<file path="config.mk">
export PLATFORM = sky130hd
export DESIGN_NAME = pfrt_cell
export DESIGN_NICKNAME = d
export VERILOG_FILES = /design/src/rtl/pfrt_pkg.sv /design/src/rtl/pfrt_cell.sv
export SDC_FILE = /design/constraint.sdc
export NUM_CORES = 1
export LEC_CHECK = 0
export BUFFER_PORTS_ARGS = -buffer_cell sky130_fd_sc_hd__buf_2
export CORE_MARGIN = 2
export CORE_UTILIZATION = 41
export DETAILED_ROUTE_END_ITERATION = 10
export PLACE_DENSITY = 0.78
export SYNTH_ARGS = -nofsm -noshare
export SYNTH_HDL_FRONTEND = slang
export SYNTH_SLANG_ARGS = --single-unit
</file>
<file path="constraint.sdc">
create_clock -name clk_i -period 1.9 [get_ports clk_i]
set_input_delay 0.38 -clock clk_i [delete_from_list [all_inputs] [get_ports clk_i]]
set_output_delay 0.38 -clock clk_i [all_outputs]
set_load 0.03 [all_outputs]
</file>
<file path="src/rtl/pfrt_pkg.sv">
// Shared constants, request/status codes and chain transfer types for the rule table.
package pfrt_pkg;

  localparam int ENTRIES   = 64;
  localparam int PROTOCOLS = 2;
  localparam int IDX_W     = (ENTRIES > 1) ? $clog2(ENTRIES) : 1;

  localparam logic [1:0] REQ_LOOKUP = 2'd0;
  localparam logic [1:0] REQ_ADD    = 2'd1;
  localparam logic [1:0] REQ_DELETE = 2'd2;

  localparam logic [1:0] ST_OK   = 2'd0;
  localparam logic [1:0] ST_MISS = 2'd1;
  localparam logic [1:0] ST_FULL = 2'd2;

  // Search token handed from cell to cell, one cell per cycle.
  typedef struct packed {
    logic             vld;
    logic             proto;
    logic [15:0]      key;
    logic             hit;
    logic [IDX_W-1:0] hit_idx;
    logic             free_ok;
    logic [IDX_W-1:0] free_idx;
    logic [31:0]      ip;
    logic [15:0]      tport;
  } tok_t;

  // Slot update broadcast to every cell; the addressed cell takes it.
  typedef struct packed {
    logic             en;
    logic             clr;
    logic [IDX_W-1:0] idx;
    logic             proto;
    logic [15:0]      key;
    logic [31:0]      ip;
    logic [15:0]      tport;
  } wr_t;

endpackage

</file>
<file path="src/rtl/pfrt_cell.sv">
// One rule slot: compares the passing token against its stored key and records free slots.
module pfrt_cell import pfrt_pkg::*; (
  input  logic             clk_i,
  input  logic             rst_ni,
  input  logic [IDX_W-1:0] idx_i,
  input  tok_t             tok_i,
  output tok_t             tok_o,
  input  wr_t              wr_i
);

  logic        valid_q;
  logic        proto_q;
  logic [15:0] key_q;
  logic [31:0] ip_q;
  logic [15:0] tport_q;
  tok_t        tok_d;
  tok_t        tok_q;
  logic        match;
  logic        wr_sel;

  assign match  = tok_i.vld && valid_q && (proto_q == tok_i.proto) && (key_q == tok_i.key);
  assign wr_sel = wr_i.en && (wr_i.idx == idx_i);

  always_comb begin
    tok_d = tok_i;
    if (match && !tok_i.hit) begin
      tok_d.hit     = 1'b1;
      tok_d.hit_idx = idx_i;
      tok_d.ip      = ip_q;
      tok_d.tport   = tport_q;
    end
    // remember the lowest free slot for a possible insert
    if (tok_i.vld && !valid_q && !tok_i.free_ok) begin
      tok_d.free_ok  = 1'b1;
      tok_d.free_idx = idx_i;
    end
  end

  always_ff @(posedge clk_i or negedge rst_ni) begin
    if (!rst_ni) begin
      tok_q   <= '0;
      valid_q <= 1'b0;
    end else begin
      tok_q <= tok_d;
      if (wr_sel) begin
        valid_q <= !wr_i.clr;
      end
    end
  end

  always_ff @(posedge clk_i) begin
    if (wr_sel && !wr_i.clr) begin
      proto_q <= wr_i.proto;
      key_q   <= wr_i.key;
      ip_q    <= wr_i.ip;
      tport_q <= wr_i.tport;
    end
  end

  assign tok_o = tok_q;

endmodule

</file>
==> run_results.csv <==
group,metric,value,unit
status,status,"complete, but fails checks",
status,violations,"setup timing",
die,die_h,115,um
grt,grt_overflow,0,
grt,grt_max_degree,48,
grt,grtUsageTotal,0.179,
routing,dr.pass1.iters,4,
timing,rsz0062_at_grt,"yes",
grt,grt_use_met2,0.309,
clock_tree,h-tree-depth,4,
die,rows,40,
worst_setup_path,cp_num_buf_inv,2,
grt,grt_use_met3,0.0762,
die,coreArea,0.0120,sq mm
die,die_width,115,um
layout,nFillCells,895,
synthesis,ys_ff_latch,146,
worst_setup_path,cp_top_family,"simple AND/OR/NAND/NOR gates",
power,power.leakage,3.39,nW
min_path,worstHoldPathType,"input port to flip-flop",
synthesis,ys_types,17,
synthesis,yosysTopAreaCellShare,0.404,
timing,setup_ws,-218,ps
timing,fin_crit,2120,ps
clock_tree,path_clk_slew,60,ps
power,irDropWorstVdd,639,uV
worst_setup_path,critPathArrivalTime,2410,ps
synthesis,syn_nets,412,
grt,grt_pass1_vias,3400,
timing,worst_clock_skew,7.63,ps
power,finalPower,7.40,mW
synthesis,synth_top_cell_by_area,"dfrtp_1",
layout,n_antenna_cell,0,
synthesis,synthTopCellsByArea,"dfrtp_1 (40%), edfxtp_1 (39%), mux2_2 (12%)",
routing,via_count,3131,
die,ios,241,
die,start_util,0.420,
routing,avgRoutedWirePerCell,16.3,um
synthesis,syn_avg_cell_area,20.0,sq um
clock_tree,cts_root_buf,"clkbuf_16",
min_path,whs_path_depth,1,
routing,drt_iter0_markers,92,
grt,grt_pass1_wl,17.1,mm
layout,area_growth,48.1,%
routing,postRouteAntennaNets,0,
timing,hold_viol_final,0,
timing,hold_ws,90.3,ps
worst_setup_path,cp-start-kind,"flip-flop",
placement,place_congestion,0.776,
grt,grt_use_met1,0.189,
worst_setup_path,path_class,"flip-flop to flip-flop",
timing,fmax,0.472,GHz
synthesis,synthCells,251,
clock_tree,cts_buffer_depth,2,
worst_setup_path,worst_path_most_repeated_cell,"buf_12",
routing,drt-vias-per-instance,4.56,
layout,final_layout_size_suffix_gt1_frac,0.653,
worst_setup_path,ff2ff_path_depth,7,
power,p_per_area,995,mW/mm^2
timing,setup_viol,54,
timing,slew_violations,0,
worst_setup_path,slowest_delay,390,ps
layout,finish.utilization,0.621,
timing,period_share,1.11,
worst_setup_path,crit_chain,"xor2_1 > nor4_1 > nand4_1 > nor3_4 > buf_12 > buf_12 > mux2_4",
run,cap_violations,0,
synthesis,syn_area,0.00502,sq mm
worst_setup_path,slowest_stage,"edfxtp_1",
timing,relSlewSlack,0.678,
clock_tree,insertion_delay,420,ps
synthesis,ys_warn_count,0,
worst_setup_path,cp-end-kind,"flip-flop",
die,die_area,0.0131,sq mm
grt,grt_antenna_before_repair,0,
synthesis,ys_seq_area_frac,0.793,
clock_tree,cts_buffers,17,
grt,gr-max-usage-layer,"met2",
routing,drc,0,
routing,finalWirelength,11.2,mm
worst_setup_path,cp.required,2190,ps
timing,worstMarginPinSlew,483,ps
placement,io_buffers,240,
worst_setup_path,worst-path-stages,7,
clock_tree,cts_tree,"built",
placement,dp_hpwl,8.73,mm
worst_setup_path,critPathMaxFanout,16,
layout,layout.nets,687,
clock_tree,numClockSinks,146,
-- sequential cells by signal (all words and copies together) (netlist names) --
signal and cells:
proto_q 1, valid_q 1, tport_q 16, tok_o 80
key_q 16, ip_q 32
-- report_power, final --
group	total, mW	switching, mW	internal, mW
logic	0.708	0.398	0.310
clock network	3.24	1.20	2.04
registers	3.45	0.0326	3.41
total	7.40	1.63	5.77
-- cell usage after synthesis --
cell and number:
a21oi_1 1, nand4_1 2, mux2_2 55, nand2b_1 2, nor3_4 1, o21bai_1 1, buf_6 5, mux2_1 5
nand3_1 1, edfxtp_1 65, nor3_1 1, dfrtp_1 81, xor2_1 17, nor2_1 2, nand2_1 1, nor4_1 5
xnor2_1 6
-- metrics by stage --
stage          std cells  area, sq um  TNS, ps  worst slack (ps)
6_report             686         7430    -9470              -218
5_1_grt              686         7430   -14090              -300
4_1_cts              684         7420   -11330              -252
3_5_place_dp         650         6810   -18220              -382
3_3_place_gp         650         6810   -15870              -320
2_1_floorplan        251         5260   -91890             -1330
-- placed cells by master, fill, tap and decap left out, types with 3 or more instances in the layout --
cell,instances
clkinv_1,3
xnor2_1,4
clkbuf_16,17
mux2_2,9
clkinv_2,3
dfrtp_1,81
clkbuf_1,3
buf_2,239
xor2_1,17
edfxtp_1,65
nor4_1,3
buf_12,7
buf_4,13
bufinv_16,3
mux2_4,51
-- cell type report --
type	count	area (sq um)	share of cell area
timing repair buffer	261	1460	0.196
clock inverter	12	141	0.0190
multi-input combinational	100	1240	0.166
tap	147	184	0.0247
sequential	146	3980	0.535
clock buffer	20	437	0.0588
-- metal layers --
metal  wire length [um]  part of all wire
met2               5890              0.53
met3               1030             0.092
met5                  0                 0
met4                277             0.025
met1               4020              0.36
-- repair_timing --
item / 4_1_cts / 5_1_grt
hold endpoints to repair: 34 / 0
resized for setup: 3 / 0
endpoints found under the setup margin: 54 / 54
setup buffers: 1 / 2
pin swaps: 0 / 1
hold buffers: 1 / 0
-- cell families (layout without fill, tap and decap cells) --
family | Yosys count | count (layout) | share of synthesized area
flops | 146 | 146 | 0.793
mux | 60 | 60 | 0.135
xor+xnor | 23 | 23 | 0.0401
simple gates | 15 | 15 | 0.0187
buf+inv | 5 | 293 | 0.0112
compound gates | 2 | 2 | 0.00249
-- final timing paths --
kind | endpoint | from | slack, ps
max | tok_o[43]$_DFF_PN0_ | key_q[9]$_DFFE_PP_ | -220
min | tok_o[68]$_DFF_PN0_ | tok_i[68] | 90
max reg2reg | tok_o[43]$_DFF_PN0_ | key_q[9]$_DFFE_PP_ | -220
min reg2reg | tok_o[13]$_DFF_PN0_ | tport_q[13]$_DFFE_PP_ | 470
max in group asynchronous | valid_q$_DFFE_PN0P_ | rst_ni | 820
min in group asynchronous | tok_o[10]$_DFF_PN0_ | rst_ni | 460
-- worst reg2reg max path: stages (launching register included) --
cell	delay, ps
edfxtp_1	390
xor2_1	160
nor4_1	320
nand4_1	250
nor3_4	210
buf_12	190
buf_12	170
mux2_4	320
Note: power is estimated with default switching activity, not from simulation.
